==> src/hw/rtl/lcb_pkg.sv <==
`timescale 1ns / 1ps
// Package for the cursor line-edit buffer: sizes, command and status codes,
// and the item types shared by the front, the back and the top level. No dependencies.
package lcb_pkg;

	localparam int CAPACITY = 64;
	localparam int ADDR_W = $clog2(CAPACITY);
	localparam int CNT_W = $clog2(CAPACITY + 1);
	localparam int QUEUE_DEPTH = 4;
	localparam int QPTR_W = $clog2(QUEUE_DEPTH);
	localparam int QCNT_W = $clog2(QUEUE_DEPTH + 1);

	localparam logic [2:0] KIND_LEFT = 3'd0;
	localparam logic [2:0] KIND_RIGHT = 3'd1;
	localparam logic [2:0] KIND_BACK = 3'd2;
	localparam logic [2:0] KIND_INSERT = 3'd3;
	localparam logic [2:0] KIND_READ = 3'd4;

	localparam logic [1:0] ST_DONE = 2'd0;
	localparam logic [1:0] ST_BOUND = 2'd1;
	localparam logic [1:0] ST_FULL = 2'd2;

	typedef struct packed {
		logic [2:0] kind;
		logic [7:0] char_in;
	} in_item_t;

	typedef struct packed {
		logic [7:0] char_out;
		logic       char_valid;
		logic       last;
		logic [1:0] status;
	} out_item_t;

	typedef struct packed {
		logic [2:0] op;
		logic [7:0] ch;
	} cmd_t;

	typedef struct packed {
		logic valid;
		cmd_t cmd;
	} q_head_t;

endpackage

==> src/hw/rtl/lcb_front.sv <==
`timescale 1ns / 1ps
// Front of the line-edit buffer: accepts command items, drops unknown kinds
// and keeps the rest in a short command queue. Depends on lcb_pkg.
module lcb_front (
	input  logic              clk,
	input  logic              arst_n,
	input  logic              start,
	output logic              busy,
	input  lcb_pkg::in_item_t item,
	output lcb_pkg::q_head_t  head,
	input  logic              pop
);

	localparam int PW = lcb_pkg::QPTR_W;
	localparam int CW = lcb_pkg::QCNT_W;

	lcb_pkg::cmd_t    queue_q [lcb_pkg::QUEUE_DEPTH];
	logic [PW-1:0]    wr_ptr_q;
	logic [PW-1:0]    rd_ptr_q;
	logic [CW-1:0]    count_q;
	logic             push;
	logic             do_pop;

	assign busy = (count_q == CW'(lcb_pkg::QUEUE_DEPTH));

	always_comb begin
		push = 1'b0;
		if (start && !busy) begin
			unique case (item.kind) inside
				lcb_pkg::KIND_LEFT, lcb_pkg::KIND_RIGHT, lcb_pkg::KIND_BACK,
				lcb_pkg::KIND_INSERT, lcb_pkg::KIND_READ: push = 1'b1;
				default: push = 1'b0;
			endcase
		end
	end

	assign do_pop = pop && (count_q != '0);
	assign head.valid = (count_q != '0);
	assign head.cmd = queue_q[rd_ptr_q];

	always_ff @(posedge clk) begin
		if (push) begin
			queue_q[wr_ptr_q] <= '{op: item.kind, ch: item.char_in};
		end
	end

	always_ff @(posedge clk or negedge arst_n) begin
		if (!arst_n) begin
			wr_ptr_q <= '0;
			rd_ptr_q <= '0;
			count_q <= '0;
		end else begin
			if (push) begin
				wr_ptr_q <= wr_ptr_q + PW'(1);
			end
			if (do_pop) begin
				rd_ptr_q <= rd_ptr_q + PW'(1);
			end
			if (push && !do_pop) begin
				count_q <= count_q + CW'(1);
			end else if (!push && do_pop) begin
				count_q <= count_q - CW'(1);
			end
		end
	end

endmodule

==> src/hw/rtl/lcb_back.sv <==
`timescale 1ns / 1ps
// Back of the line-edit buffer: holds the gap-buffer text store and the two
// cursor counts, and carries out queued commands. Depends on lcb_pkg.
module lcb_back (
	input  logic               clk,
	input  logic               arst_n,
	input  lcb_pkg::q_head_t   head,
	output logic               pop,
	output lcb_pkg::out_item_t result,
	output logic               strobe
);

	localparam int AW = lcb_pkg::ADDR_W;
	localparam int CW = lcb_pkg::CNT_W;

	localparam logic [1:0] S_IDLE = 2'd0;
	localparam logic [1:0] S_MOVE = 2'd1;
	localparam logic [1:0] S_READ = 2'd2;

	logic [7:0]         mem [lcb_pkg::CAPACITY];
	logic [7:0]         rdata_q;
	logic [1:0]         state_q;
	logic [CW-1:0]      lc_q;
	logic [CW-1:0]      rc_q;
	logic [CW-1:0]      idx_q;
	logic               mv_left_q;
	logic               pend_s1;
	logic               pend_last_s1;
	lcb_pkg::out_item_t out_q;
	logic               stb_q;

	logic [CW-1:0]      total;
	logic [CW-1:0]      gap;
	logic [CW-1:0]      idx_cur;
	logic [CW-1:0]      idx_map;
	logic [AW-1:0]      rd_addr;
	logic               wr_en;
	logic [AW-1:0]      wr_addr;
	logic [7:0]         wr_data;
	logic               issue;
	logic               issue_last;

	assign total = lc_q + rc_q;
	assign gap = CW'(lcb_pkg::CAPACITY) - total;
	assign idx_cur = (state_q == S_READ) ? idx_q : '0;
	assign idx_map = (idx_cur < lc_q) ? idx_cur : idx_cur + gap;
	assign issue_last = (idx_cur + CW'(1) == total);

	always_comb begin
		pop = 1'b0;
		rd_addr = idx_map[AW-1:0];
		wr_en = 1'b0;
		wr_addr = '0;
		wr_data = head.cmd.ch;
		issue = 1'b0;
		unique case (state_q)
			S_IDLE: begin
				if (head.valid && !pend_s1) begin
					pop = 1'b1;
					unique case (head.cmd.op)
						lcb_pkg::KIND_LEFT: begin
							rd_addr = AW'(lc_q - CW'(1));
						end
						lcb_pkg::KIND_RIGHT: begin
							rd_addr = AW'(CW'(lcb_pkg::CAPACITY) - rc_q);
						end
						lcb_pkg::KIND_INSERT: begin
							wr_en = (total != CW'(lcb_pkg::CAPACITY));
							wr_addr = lc_q[AW-1:0];
						end
						lcb_pkg::KIND_READ: begin
							issue = (total != '0);
						end
						default: begin
						end
					endcase
				end
			end
			S_MOVE: begin
				wr_en = 1'b1;
				wr_data = rdata_q;
				wr_addr = mv_left_q ? AW'(CW'(lcb_pkg::CAPACITY) - rc_q - CW'(1))
					: lc_q[AW-1:0];
			end
			S_READ: begin
				issue = 1'b1;
			end
			default: begin
			end
		endcase
	end

	always_ff @(posedge clk) begin
		rdata_q <= mem[rd_addr];
		if (wr_en) begin
			mem[wr_addr] <= wr_data;
		end
	end

	always_ff @(posedge clk or negedge arst_n) begin
		if (!arst_n) begin
			state_q <= S_IDLE;
			lc_q <= '0;
			rc_q <= '0;
			idx_q <= '0;
			mv_left_q <= 1'b0;
			pend_s1 <= 1'b0;
			pend_last_s1 <= 1'b0;
			out_q <= '0;
			stb_q <= 1'b0;
		end else begin
			stb_q <= 1'b0;
			pend_s1 <= issue;
			pend_last_s1 <= issue_last;
			if (pend_s1) begin
				stb_q <= 1'b1;
				out_q <= '{char_out: rdata_q, char_valid: 1'b1, last: pend_last_s1,
					status: lcb_pkg::ST_DONE};
			end
			unique case (state_q)
				S_IDLE: begin
					if (pop) begin
						out_q <= '{char_out: 8'd0, char_valid: 1'b0, last: 1'b1,
							status: lcb_pkg::ST_DONE};
						unique case (head.cmd.op)
							lcb_pkg::KIND_LEFT: begin
								if (lc_q == '0) begin
									stb_q <= 1'b1;
									out_q.status <= lcb_pkg::ST_BOUND;
								end else begin
									mv_left_q <= 1'b1;
									state_q <= S_MOVE;
								end
							end
							lcb_pkg::KIND_RIGHT: begin
								if (rc_q == '0) begin
									stb_q <= 1'b1;
									out_q.status <= lcb_pkg::ST_BOUND;
								end else begin
									mv_left_q <= 1'b0;
									state_q <= S_MOVE;
								end
							end
							lcb_pkg::KIND_BACK: begin
								stb_q <= 1'b1;
								if (lc_q == '0) begin
									out_q.status <= lcb_pkg::ST_BOUND;
								end else begin
									lc_q <= lc_q - CW'(1);
								end
							end
							lcb_pkg::KIND_INSERT: begin
								stb_q <= 1'b1;
								if (wr_en) begin
									lc_q <= lc_q + CW'(1);
								end else begin
									out_q.status <= lcb_pkg::ST_FULL;
								end
							end
							lcb_pkg::KIND_READ: begin
								if (total == '0) begin
									stb_q <= 1'b1;
								end else begin
									idx_q <= CW'(1);
									if (!issue_last) begin
										state_q <= S_READ;
									end
								end
							end
							default: begin
							end
						endcase
					end
				end
				S_MOVE: begin
					stb_q <= 1'b1;
					out_q <= '{char_out: 8'd0, char_valid: 1'b0, last: 1'b1,
						status: lcb_pkg::ST_DONE};
					if (mv_left_q) begin
						lc_q <= lc_q - CW'(1);
						rc_q <= rc_q + CW'(1);
					end else begin
						lc_q <= lc_q + CW'(1);
						rc_q <= rc_q - CW'(1);
					end
					state_q <= S_IDLE;
				end
				S_READ: begin
					idx_q <= idx_q + CW'(1);
					if (issue_last) begin
						state_q <= S_IDLE;
					end
				end
				default: begin
					state_q <= S_IDLE;
				end
			endcase
		end
	end

	assign result = out_q;
	assign strobe = stb_q;

endmodule

==> src/hw/rtl/cursor_line_edit_buffer.sv <==
`timescale 1ns / 1ps
// Top level of the cursor line-edit buffer: joins the command front and the
// gap-buffer back. Depends on lcb_pkg, lcb_front and lcb_back.
//
// Channel   Signals                 Direction  Handshake
// command   start, busy, item       in         taken when start is high and busy is low
// result    strobe, result          out        one strobe per item, cannot be held off
//
// Accepted commands wait in a four-entry queue; busy is high only while it is full.
// Backspace and insert give their result in the next cycle.
// Cursor moves read a character on dispatch and write it across the gap in the move state.
// A read-out gives its characters in order; the first goes through the read-data register
// and then the result register, and the rest follow one per cycle.
// Reset clears the cursor counts and the queue; the text store needs no clearing.
module cursor_line_edit_buffer (
	input  logic               clk,
	input  logic               arst_n,
	input  logic               start,
	output logic               busy,
	input  lcb_pkg::in_item_t  item,
	output lcb_pkg::out_item_t result,
	output logic               strobe
);

	lcb_pkg::q_head_t head;
	logic             pop;

	lcb_front u_front (
		.clk    (clk),
		.arst_n (arst_n),
		.start  (start),
		.busy   (busy),
		.item   (item),
		.head   (head),
		.pop    (pop)
	);

	lcb_back u_back (
		.clk    (clk),
		.arst_n (arst_n),
		.head   (head),
		.pop    (pop),
		.result (result),
		.strobe (strobe)
	);

endmodule

==> config.mk <==
export PLATFORM = sky130hd
export DESIGN_NAME = cursor_line_edit_buffer
export DESIGN_NICKNAME = d
export VERILOG_FILES = /design/src/hw/rtl/lcb_pkg.sv /design/src/hw/rtl/lcb_front.sv /design/src/hw/rtl/lcb_back.sv /design/src/hw/rtl/cursor_line_edit_buffer.sv
export SDC_FILE = /design/constraint.sdc
export NUM_CORES = 1
export LEC_CHECK = 0
export BUFFER_PORTS_ARGS = -buffer_cell sky130_fd_sc_hd__buf_2
export CAP_MARGIN = 20
export CORE_MARGIN = 2
export CORE_UTILIZATION = 35
export DETAILED_ROUTE_END_ITERATION = 6
export PLACE_DENSITY = 0.55
export SETUP_SLACK_MARGIN = 0.15
export SLEW_MARGIN = 30
export SYNTH_ARGS = -nofsm -noshare
export SYNTH_HDL_FRONTEND = slang
export SYNTH_SLANG_ARGS = --single-unit
==> constraint.sdc <==
create_clock -name clk -period 6.45 [get_ports clk]
set_clock_uncertainty 0.1 [all_clocks]
set_input_delay 1.29 -clock clk [delete_from_list [all_inputs] [get_ports clk]]
set_output_delay 1.29 -clock clk [all_outputs]
set_load 0.02 [all_outputs]
==> results of run 1 <==
==> cell usage after synthesis, drive strengths merged, types with 3 or more instances <==
library cell  number  area, um^2
edfxtp           556       16700
nand2            163         619
a31oi            132         841
nor2             112         428
mux2i             92         921
a221oi            81         709
o21ai             79         407
clkbuf            70         264
buf               66         342
dfrtp             46        1150
xnor2             36         315
inv               35         131
nand3             34         170
ha                32         400
a21boi            27         203
a211oi            26         195
and3              26         163
o311ai            25         219
o32ai             25         219
a32o              24         240
a21oi             20         100
xor2              16         140
nor3              14        70.1
mux4              11         248
nor4              11        68.8
and2               9        56.3
a21o               8        60.1
dfxtp              8         160
nand2b             8        50.1
o2111ai            8        70.1
o211ai             6        45.0
o21a               5        37.5
or3                5        31.3
fa                 4        80.1
nor2b              4        25.0
nor3b              4        30.0
a22oi              3        22.5
nand4              3        18.8
==> worst register-to-register path, cell delays in order (launching register included) <==
cell	delay, ps
dfrtp_1	320
buf_4	250
mux4_2	620
or4b_1	640
nor2_4	300
nand2_4	480
nand2_8	750
buf_12	430
mux2i_1	280
a221oi_1	110
nor4_1	930
o2111ai_1	160
==> worst paths after layout <==
kind	end	slack, ps	cells past startpoint
min	u_back.result[2]	390	2
max	u_back.rdata_q[2]	910	11
min reg2reg	u_back.result[2]	390	2
max reg2reg	u_back.rdata_q[2]	910	11
min in group asynchronous	u_front.wr_ptr_q[1]	650	2
max in group asynchronous	u_back.idx_q[3]	5180	2
==> cell families after synthesis <==
kind of cell             Yosys count  share of synthesized area [%]
flip-flops                       610                           68.8
AO/OA/AOI/OAI                    485                           13.4
AND/OR/NAND/NOR                  402                           6.88
buffers and inverters            171                           2.82
multiplexers                     105                           4.55
XOR/XNOR                          52                           1.74
adder cells (fa/ha/maj)           36                           1.84
==> registers in the layout (all words and copies together) (netlist names) <==
register,cells
u_back.mem,512
u_front.wr_ptr_q,2
u_back.rdata_q,8
u_back.strobe,1
u_back.pend_last_s1,1
u_front.count_q,3
u_front.rd_ptr_q,2
u_back.state_q,2
u_back.result,12
u_back.mv_left_q,1
u_front.queue_q,44
u_back.lc_q,7
u_back.pend_s1,1
u_back.rc_q,7
u_back.idx_q,7
==> metal layers <==
layer  part of all wire (%)  vias to the layer above  wire length [um]
li1                       -                     7356                 -
met1                     43                     8433             30500
met2                     48                      574             34000
met3                    6.0                      104              4260
met4                    2.6                        0              1840
met5                      0                        -                 0
==> power groups by stage <==
| stage | Combinational, uW | Sequential (uW) | Clock [uW] |
|---|---|---|---|
| after floorplan | 4820 | 5710 | 0 |
| after global placement | 7390 | 5800 | 0 |
| after detailed placement | 7460 | 5810 | 0 |
| after CTS | 7490 | 5730 | 3580 |
| after global routing | 8090 | 5760 | 3730 |
| final | 7510 | 5730 | 3520 |
==> stage by stage <==
stage	instance area [um^2]	util [%]	cells	setup slack, ps	power (uW)
after floorplan	26200	-	1861	2780	10500
after global placement	27400	37.0	2769	1010	13200
after detailed placement	27500	37.0	2769	972	13300
after CTS	29400	39.7	2885	973	16800
after global routing	29400	39.7	2885	744	17600
final	29400	39.7	2885	912	16800
==> final cells by class <==
class | instances | area, um^2 | share of cell area [%]
Clock inverter | 40 | 378 | 1.28
Clock buffer | 76 | 1600 | 5.45
Sequential cell | 610 | 18000 | 61.1
Multi-Input combinational cell | 1080 | 7490 | 25.5
Tap cell | 969 | 1210 | 4.12
Inverter | 35 | 131 | 0.446
Timing Repair Buffer | 75 | 621 | 2.11
==> flow_summary_export.csv, run 1 <==
group,metric,value,unit
grt,antenna_found_initial,0,
detailed_routing,final_antenna_net_count,0,
clocking,clkTransAtPathRegs,60,ps
placed_design,port_buffers,27,
floorplanning,die_area,77000,um^2
timing,setup_viol,0,
setup_path,critPathBufInv,2,
grt,grt_pass1_wl,106000,um
setup_path,crit_fanout,80,
setup_path,cp_cell_sequence,"buf_4 > mux4_2 > or4b_1 > nor2_4 > nand2_4 > nand2_8 > buf_12 > mux2i_1 > a221oi_1 > nor4_1 > o2111ai_1",
logic_synthesis,synth_nets,1911,
clocking,post_cts.repair.setup_buffers,0,
logic_synthesis,yosys_warnings,0,
grt,grt_util_met3,2.63,%
detailed_routing,drc,0,
setup_path,crit_path_end_kind,"flip-flop",
timing,finalCritPeriodShare,85.9,%
floorplanning,dieWidth,277,um
worst_hold_path,worstHoldStart,"u_back.pend_last_s1",
timing,setup_tns,0,ps
clocking,clk_latency,640,ps
worst_hold_path,min_path_type,"flip-flop to flip-flop",
timing,relSlewSlack,28.6,%
clocking,clkSinkCount,610,
clocking,cts.htree.levels,2,
placed_design,finalWeightedCongestion,0.847,
pwr,power.internal,9850,uW
detailed_routing,drt-wirelength-per-cell,24.5,um
pwr,switching_share,41.2,%
logic_synthesis,ys_async_sr_fraction,7.54,%
final_layout,antenna_cells,0,
timing,tightest_slew,1060,ps
logic_synthesis,synth_area,26200,um^2
pwr,ir_worst_vdd,0.562,mV
logic_synthesis,ys_ff_latch,610,
floorplanning,rows,100,
grt,grt_pass1_vias,16300,
final_layout,final_common_cell,"edfxtp_1",
detailed_routing,dr.pass1.iters,5,
setup_path,slowest_delay,920,ps
floorplanning,core-area,74200,um^2
grt,grt_util_met2,30.0,%
logic_synthesis,synth_cell_types,69,
timing,maxSlewViolCount,0,
grt,grt_max_degree,113,
detailed_routing,vias,16500,
clocking,tritoncts,"done",
pwr,p_sw,6910,uW
pwr,combPwrFrac,44.8,%
logic_synthesis,syn_inst,1861,
detailed_routing,drt_iter0_drc,1710,
placed_design,hpwl,43100,um
final_layout,nets,1913,
setup_path,crit_family,"simple AND/OR/NAND/NOR gates",
logic_synthesis,synth_seq_area_share,68.8,%
floorplanning,die_h,277,um
setup_path,arrival,5910,ps
final_layout,layout_common_cells,"556 x edfxtp_1, 152 x nand2_1, 131 x a31oi_1, 108 x nor2_1, 92 x mux2i_1",
pwr,clkPwrFrac,21.0,%
final_layout,syn_to_final_growth,12.5,%
logic_synthesis,synth_flop_cell,"edfxtp_1",
clocking,cts_buffer_depth,3,
setup_path,crit_start,"u_front.rd_ptr_q[0]",
setup_path,critPathKind,"flip-flop to flip-flop",
clocking,clockRootBuffer,"clkbuf_16",
setup_path,start_kind,"flip-flop",
run_status,status,"finished clean",
flow_run,maxCapViolations,0,
final_layout,nFillCells,6841,
floorplanning,initial_core_util,35.3,%
timing,hold_ws,391,ps
clocking,post_cts_resized,0,
grt,grt_usage,18.0,%
grt,grt_overflow,0,
grt,use_met1,24.5,%
setup_path,slowest_stage,"nor4_1",
logic_synthesis,avgSynthCellArea,14.1,um^2
timing,finalHoldViolations,0,
setup_path,cp_data_required_time,6820,ps
timing,max_freq,181,MHz
pwr,p_leak,0.00945,uW
grt,grt-busiest-layer,"met2",
pwr,p_per_area,569,nW/um^2
setup_path,reg2reg_from,"u_front.rd_ptr_q[0]",
logic_synthesis,synth_edf_count,556,
detailed_routing,viasPerCell,5.71,
timing,rsz0062_at_grt,"false",
timing,period_needed,5540,ps
final_layout,drive_above_1_share,10.3,%
pwr,seq_power_share,34.2,%
floorplanning,io_pins,28,
clocking,cts_hold_buf,0,
clocking,numCtsBuffers,61,
detailed_routing,drt_wl_total,70600,um
No activity file was read; power rests on OpenSTA's default activity.
==> run 2: changes to the inputs <==
--- a/config.mk
+++ b/config.mk
@@ -10,6 +10,7 @@
 export CORE_MARGIN = 2
 export CORE_UTILIZATION = 35
 export DETAILED_ROUTE_END_ITERATION = 6
+export GPL_TIMING_DRIVEN = 0
 export PLACE_DENSITY = 0.55
 export SETUP_SLACK_MARGIN = 0.15
 export SLEW_MARGIN = 30
==> constraint.sdc (replaced) <==
create_clock -name clk -period 5.7 [get_ports clk]
set_clock_uncertainty 0.1 [all_clocks]
set_input_delay 1.14 -clock clk [delete_from_list [all_inputs] [get_ports clk]]
set_output_delay 1.14 -clock clk [all_outputs]
set_load 0.02 [all_outputs]
==> run 2 against run 1 <==
Compared with the run above:
- die area unchanged
- final area rose by 1.5%
- cell count grew 3.3%
- wire length up 9.7%
- maximum frequency grew 2.7%
- critical path type unchanged
- highest routed layer unchanged
==> flow_summary_export.csv, run 2 (synthesized netlist as in run 1, its figures left out) <==
group,metric,value,unit
run_status,status,"finished clean",
pwr,ir_worst_vdd,0.377,mV
detailed_routing,dr.pass1.iters,6,
setup_path,critPathKind,"flip-flop to flip-flop",
detailed_routing,drc,0,
final_layout,regMostFlops,"u_back.mem",
floorplanning,initial_core_util,35.3,%
floorplanning,core-area,74200,um^2
placed_design,hpwl,53100,um
detailed_routing,drt-wirelength-per-cell,26.0,um
placed_design,port_buffers,27,
setup_path,cp_common_cell,"clkbuf_1",
pwr,power.internal,11300,uW
setup_path,crit_family,"compound AO/OA/AOI/OAI gates",
timing,hold_ws,388,ps
grt,grt_pass1_vias,16900,
timing,finalHoldViolations,0,
placed_design,finalWeightedCongestion,0.935,
grt,grt_usage,19.8,%
clocking,clkSinkCount,610,
final_layout,nets,2009,
timing,maxSlewViolCount,0,
setup_path,crit_start,"u_back.state_q[1]",
floorplanning,die_area,77000,um^2
clocking,post_cts_resized,4,
setup_path,start_kind,"flip-flop",
placed_design,place_ws,-27.6,ps
final_layout,final_common_cell,"edfxtp_1",
worst_hold_path,hold_path_depth,2,
floorplanning,die_h,277,um
setup_path,critPathBufInv,4,
timing,relSlewSlack,31.7,%
setup_path,cp_data_required_time,5950,ps
clocking,clk_latency,660,ps
clocking,cts_buffer_depth,3,
detailed_routing,drt_wl_total,77400,um
timing,rsz0062_at_grt,"false",
worst_hold_path,holdPathEnd,"u_back.result[2]",
worst_hold_path,worstHoldStart,"u_back.pend_last_s1",
pwr,p_per_area,674,nW/um^2
clocking,post_cts.repair.setup_buffers,0,
final_layout,largest_reg_flops,512,
final_layout,design_area,29900,um^2
setup_path,r2r_cells,14,
floorplanning,io_pins,28,
timing,setup_viol,0,
clocking,clkTransAtPathRegs,60,ps
timing,finalCritPeriodShare,94.6,%
floorplanning,rows,100,
grt,grt_max_degree,47,
pwr,combPwrFrac,48.0,%
setup_path,rrSetupSlack,310,ps
setup_path,slowest_delay,560,ps
flow_run,maxCapViolations,0,
clocking,cts_hold_buf,0,
pwr,p_total,20100,uW
clocking,numCtsBuffers,61,
worst_hold_path,min_path_type,"flip-flop to flip-flop",
timing,max_freq,185,MHz
grt,grt_pass1_wl,113000,um
setup_path,reg2reg_from,"u_back.state_q[1]",
timing,fin_ws,306,ps
detailed_routing,drt_iter0_drc,1991,
setup_path,crit_fanout,10,
final_layout,antenna_cells,0,
grt,antenna_found_initial,1,
pwr,clkPwrFrac,20.3,%
setup_path,crit_path_end_kind,"flip-flop",
pwr,switching_share,43.6,%
placed_design,placed_area,27800,um^2
final_layout,drive_above_1_share,11.6,%
pwr,p_sw,8790,uW
setup_path,cp_cell_sequence,"clkbuf_1 > nor2b_1 > clkbuf_2 > and2_1 > ha_1 > a21oi_1 > o21ai_0 > or3_1 > a31oi_4 > buf_4 > clkbuf_1 > a221oi_1 > o311ai_1 > o2111ai_1",
timing,tightest_slew,1020,ps
final_layout,syn_to_final_growth,14.2,%
pwr,seq_power_share,31.6,%
final_layout,layout_common_cells,"556 x edfxtp_1, 154 x nand2_1, 131 x a31oi_1, 111 x nor2_1, 92 x mux2i_1",
detailed_routing,viasPerCell,5.80,
timing,period_needed,5390,ps
final_layout,nFillCells,6767,
floorplanning,dieWidth,277,um
grt,grt_overflow,0,
clocking,tritoncts,"done",
setup_path,arrival,5650,ps
clocking,clockRootBuffer,"clkbuf_16",
setup_path,slowest_stage,"clkbuf_1",
pwr,p_leak,0.00964,uW
detailed_routing,vias,17300,
clocking,cts.htree.levels,2,
detailed_routing,final_antenna_net_count,0,
setup_path,rr_endpoint,"u_back.rdata_q[5]",
run 2: layout make-up:
type                            count  area (um^2)  share of cell area, %
Timing Repair Buffer               35          298                  0.996
Clock inverter                     44          478                   1.60
Inverter                           35          131                  0.439
Buffer                            136          621                   2.08
Tap cell                          969         1210                   4.06
Sequential cell                   610        18000                   60.2
Multi-Input combinational cell   1080         7580                   25.4
Clock buffer                       71         1560                   5.23
run 2: per-layer routing:
metal | GRT usage [%] | routed length [um] | vias up
li1 | - | - | 7569
met4 | 7.51 | 2950 | 0
met1 | 27.2 | 32800 | 8797
met3 | 3.23 | 6000 | 148
met2 | 31.5 | 35700 | 774
met5 | 0 | 0 | -
run 2: worst max path at each step:
stage | to | slack, ps | cells after the start
2_1_floorplan | u_back.rdata_q[6] | 2030 | 16
3_3_place_gp | u_back.rdata_q[3] | 130 | 14
3_5_place_dp | u_back.rdata_q[5] | -30 | 15
4_1_cts | u_back.rdata_q[5] | 130 | 14
5_1_grt | u_back.rdata_q[5] | 190 | 14
6_report | u_back.rdata_q[5] | 310 | 14
run 2: worst min-delay path, stage by stage (launching register included):
cell,delay (ps)
dfrtp_1,330
mux2i_1,60
o21ai_0,60
run 2: through the flow:
stage | std cells | TNS [ps] | util (%)
floorplan | 1861 | 0 | -
global placement | 2857 | 0 | 37.1
detailed placement | 2865 | -27.6 | 37.4
CTS | 2980 | 0 | 40.2
global route | 2980 | 0 | 40.3
finish | 2980 | 0 | 40.3
run 2: power by group through the flow:
| stage | registers, uW | logic, uW | clock network, uW |
|---|---|---|---|
| after global placement | 6660 | 8940 | 0 |
| after CTS | 6360 | 9440 | 4140 |
| after global routing | 6390 | 10200 | 4330 |
| final | 6370 | 9680 | 4100 |
| after detailed placement | 6460 | 9390 | 0 |
| after floorplan | 6460 | 5460 | 0 |
